--- config.mk ---
export PLATFORM = sky130hd
export DESIGN_NAME = futex_wait_wake_table
export DESIGN_NICKNAME = d
export VERILOG_FILES = /design/src/hw/rtl/fwwt_pkg.sv /design/src/hw/rtl/fwwt_ram.sv /design/src/hw/rtl/futex_wait_wake_table.sv
export SDC_FILE = /design/constraint.sdc
export NUM_CORES = 2
export LEC_CHECK = 0
export BUFFER_PORTS_ARGS = -buffer_cell sky130_fd_sc_hd__buf_2
export CAP_MARGIN = 20
export CORE_UTILIZATION = 50
export DETAILED_ROUTE_END_ITERATION = 7
export HOLD_SLACK_MARGIN = 0.15
export MAX_ROUTING_LAYER = met4
export PLACE_DENSITY = 0.73
export SLEW_MARGIN = 0
export SYNTH_ARGS = -nofsm -noshare
export SYNTH_HDL_FRONTEND = slang
export SYNTH_SLANG_ARGS = --single-unit
--- constraint.sdc ---
create_clock -name clk -period 16.4 [get_ports clk]
set_input_delay 3.28 -clock clk [delete_from_list [all_inputs] [get_ports clk]]
set_output_delay 3.28 -clock clk [all_outputs]
set_load 0.01 [all_outputs]
--- src/hw/rtl/fwwt_pkg.sv ---
package fwwt_pkg;

  localparam int TABLE_ENTRIES     = 16;
  localparam int WAITERS_PER_ENTRY = 8;
  localparam int THREAD_ID_BITS    = 8;

  localparam int ENTRY_BITS = (TABLE_ENTRIES > 1) ? $clog2(TABLE_ENTRIES) : 1;
  localparam int SLOT_BITS  = (WAITERS_PER_ENTRY > 1) ? $clog2(WAITERS_PER_ENTRY) : 1;
  localparam int CNT_BITS   = $clog2(WAITERS_PER_ENTRY + 1);

  typedef logic [1:0] status_t;
  localparam status_t ST_OK       = 2'd0;
  localparam status_t ST_MISMATCH = 2'd1;
  localparam status_t ST_TBL_FULL = 2'd2;
  localparam status_t ST_SLOTS_FULL = 2'd3;

  localparam logic REQ_WAIT = 1'b0;
  localparam logic REQ_WAKE = 1'b1;

  typedef enum logic [2:0] {
    S_IDLE,
    S_READ,
    S_DECIDE,
    S_WAKE,
    S_OUT
  } state_t;

endpackage

--- src/hw/rtl/fwwt_ram.sv ---
module fwwt_ram #(
  parameter int WIDTH = 8,
  parameter int DEPTH = 16
) (
  input  logic                     clk,
  input  logic                     we,
  input  logic [$clog2(DEPTH)-1:0] waddr,
  input  logic [WIDTH-1:0]         wdata,
  input  logic [$clog2(DEPTH)-1:0] raddr,
  output logic [WIDTH-1:0]         rdata
);

  logic [WIDTH-1:0] mem [DEPTH];

  always_ff @(posedge clk) begin
    if (we) begin
      mem[waddr] <= wdata;
    end
    rdata <= mem[raddr];
  end

endmodule

--- src/hw/rtl/futex_wait_wake_table.sv ---
// Channel | Direction | Payload
// in_     | slave     | tdata: key, expected, current, thread_id; tuser: req_type
// out_    | master     | tdata: status, woken_valid, woken_thread, woken_count; tlast: last
// A wait, or a wake with no waiters, steps through S_READ, S_DECIDE and S_OUT.
// A wake with waiters steps through S_READ and S_DECIDE, then gives one S_WAKE result per released waiter.
// Each entry's waiter threads sit in one RAM row read once per request.
// Keys are matched in parallel in flip-flops; valid bits reset at once.
// One request at a time; the output register holds while out_tready is low.
module futex_wait_wake_table
  import fwwt_pkg::*;
(
  input  logic         clk,
  input  logic         rst_n,
  input  logic         in_tvalid,
  output logic         in_tready,
  input  logic [199:0] in_tdata,  // key[63:0], expected[127:64], current[191:128], tid[199:192]
  input  logic         in_tuser,  // req_type
  output logic         out_tvalid,
  input  logic         out_tready,
  output logic [23:0]  out_tdata, // status[1:0], woken_valid[2], woken_thread[10:3], count[17:11]
  output logic         out_tlast
);

  localparam int ROW_W = WAITERS_PER_ENTRY * THREAD_ID_BITS;

  state_t state_r, state_nxt;
  logic                         req_r;
  logic [63:0]                  key_r;
  logic                         match_r;
  logic [THREAD_ID_BITS-1:0]    tid_r;
  logic [TABLE_ENTRIES-1:0]     ev_r;
  logic [63:0]                  ekey_r [TABLE_ENTRIES];
  logic [WAITERS_PER_ENTRY-1:0] wv_r [TABLE_ENTRIES];
  logic [ENTRY_BITS-1:0]        ent_r;
  logic                         hit_r, free_r;
  logic [ROW_W-1:0]             row_r;
  logic [WAITERS_PER_ENTRY-1:0] pend_r;
  logic [CNT_BITS-1:0]          cnt_r;
  logic [23:0]                  od_r;
  logic                         ol_r, ov_r;

  logic                         ram_we;
  logic [ENTRY_BITS-1:0]        ram_raddr;
  logic [ROW_W-1:0]             ram_wdata, ram_rdata;

  fwwt_ram #(.WIDTH(ROW_W), .DEPTH(TABLE_ENTRIES)) u_ram (
    .clk(clk), .we(ram_we), .waddr(ent_r), .wdata(ram_wdata),
    .raddr(ram_raddr), .rdata(ram_rdata)
  );

  logic                  hit_c, free_c;
  logic [ENTRY_BITS-1:0] hidx_c, fidx_c;
  always_comb begin
    hit_c = 1'b0; free_c = 1'b0; hidx_c = '0; fidx_c = '0;
    for (int i = TABLE_ENTRIES - 1; i >= 0; i--) begin
      if (ev_r[i] && ekey_r[i] == key_r) begin
        hit_c = 1'b1; hidx_c = ENTRY_BITS'(i);
      end
      if (!ev_r[i]) begin
        free_c = 1'b1; fidx_c = ENTRY_BITS'(i);
      end
    end
  end

  assign ram_raddr = (state_r == S_READ) ? (hit_c ? hidx_c : fidx_c) : ent_r;

  logic                 slot_c;
  logic [SLOT_BITS-1:0] sidx_c;
  always_comb begin
    slot_c = 1'b0; sidx_c = '0;
    for (int j = WAITERS_PER_ENTRY - 1; j >= 0; j--) begin
      if (!wv_r[ent_r][j]) begin
        slot_c = 1'b1; sidx_c = SLOT_BITS'(j);
      end
    end
  end

  logic [SLOT_BITS-1:0] pidx_c;
  logic                 plast_c;
  always_comb begin
    pidx_c = '0;
    for (int j = WAITERS_PER_ENTRY - 1; j >= 0; j--) begin
      if (pend_r[j]) pidx_c = SLOT_BITS'(j);
    end
    plast_c = ($countones(pend_r) == 1);
  end

  function automatic logic [23:0] pack(status_t st, logic wv, logic [7:0] wt,
                                       logic [6:0] c);
    pack = {6'd0, c, wt, wv, st};
  endfunction

  logic out_free;
  logic ov_load;
  assign out_free  = !ov_r || out_tready;
  assign ov_load   = (state_r == S_WAKE || state_r == S_OUT) && out_free;
  assign in_tready = (state_r == S_IDLE) && out_free;
  assign out_tvalid = ov_r;
  assign out_tdata  = od_r;
  assign out_tlast  = ol_r;

  always_comb begin
    state_nxt = state_r;
    ram_we    = 1'b0;
    ram_wdata = ram_rdata;
    ram_wdata[sidx_c*THREAD_ID_BITS +: THREAD_ID_BITS] = tid_r;
    case (state_r)
      S_IDLE:   if (in_tvalid && in_tready) state_nxt = S_READ;
      S_READ:   state_nxt = S_DECIDE;
      S_DECIDE: begin
        if (req_r == REQ_WAKE && hit_r && wv_r[ent_r] != '0) state_nxt = S_WAKE;
        else state_nxt = S_OUT;
        if (req_r == REQ_WAIT && match_r && (hit_r || free_r) && slot_c) ram_we = 1'b1;
      end
      S_WAKE:   if (out_free && plast_c) state_nxt = S_IDLE;
      S_OUT:    if (out_free) state_nxt = S_IDLE;
      default:  state_nxt = S_IDLE;
    endcase
  end

  always_ff @(posedge clk) begin
    if (!rst_n) begin
      state_r <= S_IDLE;
      ev_r    <= '0;
      ov_r    <= 1'b0;
      for (int i = 0; i < TABLE_ENTRIES; i++) wv_r[i] <= '0;
    end else begin
      state_r <= state_nxt;
      ov_r    <= ov_load || (ov_r && !out_tready);
      case (state_r)
        S_IDLE: if (in_tvalid && in_tready) begin
          req_r   <= in_tuser;
          key_r   <= in_tdata[63:0];
          match_r <= (in_tdata[127:64] == in_tdata[191:128]);
          tid_r   <= in_tdata[192 +: THREAD_ID_BITS];
        end
        S_READ: begin
          hit_r <= hit_c;
          free_r <= free_c;
          ent_r <= hit_c ? hidx_c : fidx_c;
        end
        S_DECIDE: begin
          row_r  <= ram_rdata;
          pend_r <= wv_r[ent_r];
          cnt_r  <= '0;
          if (req_r == REQ_WAKE) begin
            od_r <= pack(ST_OK, 1'b0, 8'd0, 7'd0);
          end else if (!match_r) begin
            od_r <= pack(ST_MISMATCH, 1'b0, 8'd0, 7'd0);
          end else if (!hit_r && !free_r) begin
            od_r <= pack(ST_TBL_FULL, 1'b0, 8'd0, 7'd0);
          end else begin
            if (!hit_r) begin
              ev_r[ent_r]   <= 1'b1;
              ekey_r[ent_r] <= key_r;
            end
            if (slot_c) begin
              wv_r[ent_r][sidx_c] <= 1'b1;
              od_r <= pack(ST_OK, 1'b0, 8'd0, 7'd0);
            end else begin
              od_r <= pack(ST_SLOTS_FULL, 1'b0, 8'd0, 7'd0);
            end
          end
          ol_r <= 1'b1;
        end
        S_WAKE: if (out_free) begin
          ol_r <= plast_c;
          od_r <= pack(ST_OK, 1'b1,
                       8'(row_r[pidx_c*THREAD_ID_BITS +: THREAD_ID_BITS]),
                       7'(cnt_r + 1'b1));
          cnt_r <= cnt_r + 1'b1;
          pend_r[pidx_c] <= 1'b0;
          wv_r[ent_r][pidx_c] <= 1'b0;
        end
        default: ;
      endcase
    end
  end

endmodule

Word-level counts from Yosys, hierarchy flattened

Memories as Yosys holds them, arrays and structs flattened. A register that Yosys moved wholly into a read port is not among the register bits.
Cells that the tools add are included.
W data, S select, Z words.

Multiplexer cells: 134
Shift operators: 3
Eq/ne operators: 26
$lt $le $gt $ge: 6
Div/mod/pow operators: 0
$add $sub $neg: 10
Reductions and logical operators: 49
Multiply operators: 0
Bitwise gates (word level): 14

Operators by type and width:

| kind                      | number |
|---|---|
| $eq A64 B64 Y1            | 17 |
| $mux W4                   | 37 |
| $bwmux W64                | 1 |
| $shift A8 B34 Y64 const A | 1 |
| $shiftx A64 B7 Y8         | 1 |
| $shiftx A8 B34 Y64        | 1 |
| $mux W3                   | 20 |
| $mux W1                   | 58 |
| $pmux W24 S2              | 1 |
| $mux W8                   | 5 |
| $neg A6 Y34               | 1 |
| $logic_and A1 B1 Y1       | 30 |
| $mux W24                  | 1 |
| $or A16 B16 Y16           | 1 |
| $pmux W8 S2               | 1 |
| $pmux W3 S5               | 1 |
| $reduce_and A15 Y1        | 1 |
| $reduce_and A3 Y1         | 3 |
| $add A1 B1 Y2             | 4 |
| $and A8 B8 Y8             | 1 |
| $lt A3 B4 Y1 const B      | 2 |
| $mux W2                   | 4 |
| $not A8 Y8                | 1 |
| $or A1 B1 Y1              | 8 |
| 26 further kinds          | 41 |

Register bits: 201
Memories kept: 3
Input bits: 205
ROM bits: 0
Logic and storage cells: 260
Output and inout port bits: 27
Latch bits: 0
RAM bits: 2176

Memory list:

| name      | words | bits a word | read ports | clocked after memory_dff | write ports | line                        | RTL |
|---|---|---|---|---|---|---|---|
| ekey_r    | 16    | 64          | 16         | 0                        | 1           | futex_wait_wake_table.sv:32 | `logic [63:0] ekey_r [TABLE_ENTRIES];` |
| u_ram.mem | 16    | 64          | 1          | 1                        | 1           | fwwt_ram.sv:13              | `logic [WIDTH-1:0] mem [DEPTH];` |
| wv_r      | 16    | 8           | 1          | 1                        | 16          | futex_wait_wake_table.sv:33 | `logic [WAITERS_PER_ENTRY-1:0] wv_r [TABLE_ENTRIES];` |

Depth between registers and ports, before layout

An unclocked memory read counts as a cell.

Word-level depth: 22
Mapped depth: 17
Mapped depth without buffers: 15

Cells and area by module

A second synthesis with hierarchy kept.

Cells, all modules: 6332
Area total of the unflattened synthesis: 102530.8 um^2

By module, submodules not included:

| module                | cells an instance | sequential area each (um^2) | instances | area each (um^2) |
|---|---|---|---|---|
| futex_wait_wake_table | 4685              | 40148.5                     | 1         | 62949.1 |
| fwwt_ram              | 1647              | 32030.7                     | 1         | 39581.7 |

Worst setup path before layout

OpenSTA, ideal clock, no wires.

Path kind: input to register
From: input rst_n
To: memory ekey_r[11][0], enable pin
Setup time: 0.488 ns
Path buffers: 2
Data required time: 15.912 ns
Cell stages on the path: 5
Path slack: 7.445 ns
Data arrival time: 8.467 ns
Path through: clkbuf_1 -> and3_1 -> nand4b_1 -> clkbuf_1 -> nor2_1

Cells in the longest elaborated chain, start to end: 2

RTL lines:

| element                       | line                         | RTL |
|---|---|---|
| from (decl)                   | futex_wait_wake_table.sv:13  | `input logic rst_n,` |
| $mux W1                       | futex_wait_wake_table.sv:122 | `if (!rst_n) begin` |
| $mux W1 (implied by the code) | futex_wait_wake_table.sv:155 | `ekey_r[ent_r] <= key_r;` |
| to (decl)                     | futex_wait_wake_table.sv:32  |  |

No other way between the ends.

Worst setup path after layout

From: register key_r[10]
To: register u_ram.rdata[10] (read register of u_ram.mem)

Cells in the longest elaborated chain, start to end: 20
Elaborated cells between the ends (all ways): 66
Those cells by class: 16 x eq/ne; 34 x mux; 16 x reduce/logical

RTL lines:

| element                                          | line                         | RTL |
|---|---|---|
| from (decl)                                      | futex_wait_wake_table.sv:28  | `logic [63:0] key_r;` |
| from (signal assigned)                           | futex_wait_wake_table.sv:133 | `key_r <= in_tdata[63:0];` |
| $eq A64 B64 Y1                                   | futex_wait_wake_table.sv:56  | `if (ev_r[i] && ekey_r[i] == key_r) begin` |
| $logic_and A1 B1 Y1                              | futex_wait_wake_table.sv:56  |  |
| $mux W4 or $mux W1 (tied branches) (16 in a row) | futex_wait_wake_table.sv:56  |  |
| $mux W4 *                                        | futex_wait_wake_table.sv:65  | `assign ram_raddr = (state_r == S_READ) ? (hit_c ? hidx_c : fidx_c) : ent_r;` |
| $mux W4 *                                        | -                            |  |
| to (decl)                                        | fwwt_ram.sv:10               | `output logic [WIDTH-1:0] rdata` |

Every way passes the cells marked *; elsewhere a longest branch is shown, timed or not.
A chain may end at the register's enable or synchronous reset.

==> flow_summary.json <==
{
  "critPathKind": "reg2reg",
  "seq_area_frac_synth_pct": 73.3,
  "yosys_warnings": 0,
  "crit_path_max_fanout": 179,
  "area_growth_pct": 12.6,
  "hold_path_class": "reg2reg",
  "netlist_area_sq_um": 98500,
  "clkTransAtPathRegs_ns": 0.07,
  "core_sq_um": 195000,
  "fin_crit_ns": 7.52,
  "ff2ff_path_depth": 17,
  "clock_sinks": 2433,
  "post-place-ws_ns": 9.18,
  "hold_viol": 0,
  "vias": 57073,
  "synthCells": 5919,
  "route.detailed.drc": 2,
  "tightest_slew_ns": 1.17,
  "rsz0062_at_grt": "false",
  "fin_nets": 6446,
  "ys_ff_latch": 2433,
  "ir_drop_mv": 0.169,
  "final_antenna_net_count": 0,
  "synth_edf_count": 2345,
  "htreeDepth": 4,
  "worstHoldPathCells": 0,
  "hpwlAfterDp_um": 151000,
  "cp-end-kind": "flip-flop",
  "first_global_vias": 55738,
  "ys_types": 84,
  "synth_area_per_cell_sq_um": 16.6,
  "insertion_delay_ns": 0.90,
  "place.gp.congestion": 1.00,
  "maxSlewViolCount": 0,
  "powerDensity_nw_per_um2": 152,
  "synth_xor_area_share_pct": 7.68,
  "crit_arrival_ns": 8.35,
  "maxCapViolations": 0,
  "crit_required_ns": 17.22,
  "slew_headroom_pct": 22.0,
  "drtIter0Drc": 8022,
  "synth_top_family_by_area": "XOR/XNOR gates",
  "clk_path_buf_depth": 3,
  "die_h_um": 446,
  "final_cell_mix": "edfxtp_1 (2345), xnor2_1 (577), xor2_1 (287), mux2i_1 (261), a221oi_1 (248)",
  "port_buffers": 223,
  "synth-async-reset-ratio_pct": 0,
  "synth-main-ff-cell": "edfxtp_1",
  "dr.pass1.iters": 8,
  "wirelength_um": 269000,
  "place_area_sq_um": 103000,
  "post_cts_buffers": 0,
  "die-area_sq_um": 199000,
  "synth_fa_ha_area_share_pct": 0.158,
  "ios": 232,
  "start_util_pct": 50.4,
  "synthSimpleGateAreaFrac_pct": 4.95,
  "wl_per_cell_um": 29.6,
  "grt_pass1_wl_um": 386000,
  "fmax_mhz": 133,
  "ctsHoldBuffers": 0,
  "fin_skew_ns": 0.0981,
  "cts_root_buffer": "clkbuf_16",
  "violations": "design-rule violations",
  "tns_ns": 0,
  "cts_buffers": 235,
  "grt_max_degree": 180,
  "final_common_cell": "edfxtp_1",
  "cts_tree": "done",
  "stdcell_area_sq_um": 111000,
  "p_total_uw": 16900,
  "overflow": 0,
  "cp-start-kind": "flip-flop",
  "setup_slack_ns": 8.88,
  "synth-compound-area-share_pct": 7.25,
  "final_layout_size_suffix_gt1_share_pct": 15.5,
  "power_leakage_uw": 0.0356,
  "rows": 162,
  "via_per_inst": 6.29,
  "cts_resized": 0,
  "grt_usage_pct": 27.6,
  "yosys-mux-area-fraction_pct": 4.31,
  "outcome": "finished, violations left",
  "die_w_um": 446,
  "setup_viol": 0,
  "antenna_found_initial": 8,
  "min_period_over_period_pct": 45.9
}
## cell families after synthesis
group / count (synthesis)
compound gates: 908
mux: 370
fa+ha+maj: 10
xor+xnor: 864
other cells: 1
buf+inv: 445
simple gates: 888
flops: 2433
## state kept, by name, indices dropped and copies added, names as in the netlist, 13 cells and up, named ones only
signal	cells
ekey_r	1024
ev_r	16
key_r	64
out_tdata	13
row_r	64
u_ram.mem	1024
u_ram.rdata	64
wv_r	128
## worst paths after layout
path / startpoint / end / slack (ns)
hold reg to reg: u_ram.rdata[30] / row_r[30] / 0.41
hold / removal: u_ram.rdata[30] / row_r[30] / 0.41
setup / recovery: key_r[10] / u_ram.rdata[10] / 8.88
setup reg to reg: key_r[10] / u_ram.rdata[10] / 8.88
## area by class of cell
type,count,area [sq um]
Antenna cell,12,30.0
Inverter,112,422
Tap cell,2624,3280
Timing Repair Buffer,401,2510
Multi-Input combinational cell,3048,24400
Fill cell,14616,84500
Clock buffer,304,6340
Clock inverter,142,1780
Sequential cell,2433,72200
## Yosys cell counts, types with 43 or more instances
master       n  share of area [%]
edfxtp_1  2345                 71
xor2_1     287                2.6
dfxtp_1     88                1.8
nand4_1    167                1.1
o22ai_1     53               0.34
clkbuf_1   108               0.41
a221oi_1   248                2.2
nor4_1     130               0.83
buf_4       89               0.68
xnor2_1    577                5.1
o41ai_1     64               0.57
buf_2      105               0.53
and3_1      69               0.44
nand2b_1    84               0.53
inv_1       91               0.35
nand2_1     77               0.29
mux2_2      72               0.82
o21ai_0    152               0.77
nor2_1     207               0.79
mux2i_1    261                2.7
nor2b_1     43               0.27
a22oi_1    144                1.1
## routing by layer
metal	GRT usage (%)	part of all wire (%)	up-vias	routed length (um)
met3	4.73	11	644	29100
met2	42.2	47	3626	125000
met5	-	0	-	0
li1	-	-	23914	-
met1	36.7	38	28889	103000
met4	11.4	4.4	0	11800
## through the flow
step / std cells / hold WS (ns) / utilization (%)
after floorplan: 5926 / 0.401 / -
after global placement: 8614 / 0.408 / 52.6
after detailed placement: 8617 / 0.412 / 52.6
after CTS: 9063 / 0.408 / 56.7
after global routing: 9073 / 0.421 / 56.8
final: 9076 / 0.409 / 56.8
## report_power, final
| group | switching, uW | leakage (uW) | total, uW | internal (uW) |
|---|---|---|---|---|
| logic | 2450 | 0.00968 | 3560 | 1110 |
| clock network | 2370 | 0.00394 | 5610 | 3240 |
| registers | 118 | 0.0220 | 7710 | 7600 |
| total | 4940 | 0.0356 | 16900 | 11900 |
## critical path, stage by stage, from the launching register on
cell,delay (ns)
edfxtp_1,0.35
buf_4,0.23
buf_4,0.29
xnor2_1,0.46
nand4_1,0.15
nor4_1,0.60
nand4_1,0.39
or4_4,0.71
a21oi_1,0.22
o21ai_2,0.09
a211oi_1,0.67
a22oi_1,0.23
nor2_4,0.15
buf_12,0.65
buf_4,0.95
a221oi_1,0.29
o41ai_1,0.50
and3_1,0.23
Power figures use the tool's default switching activity.
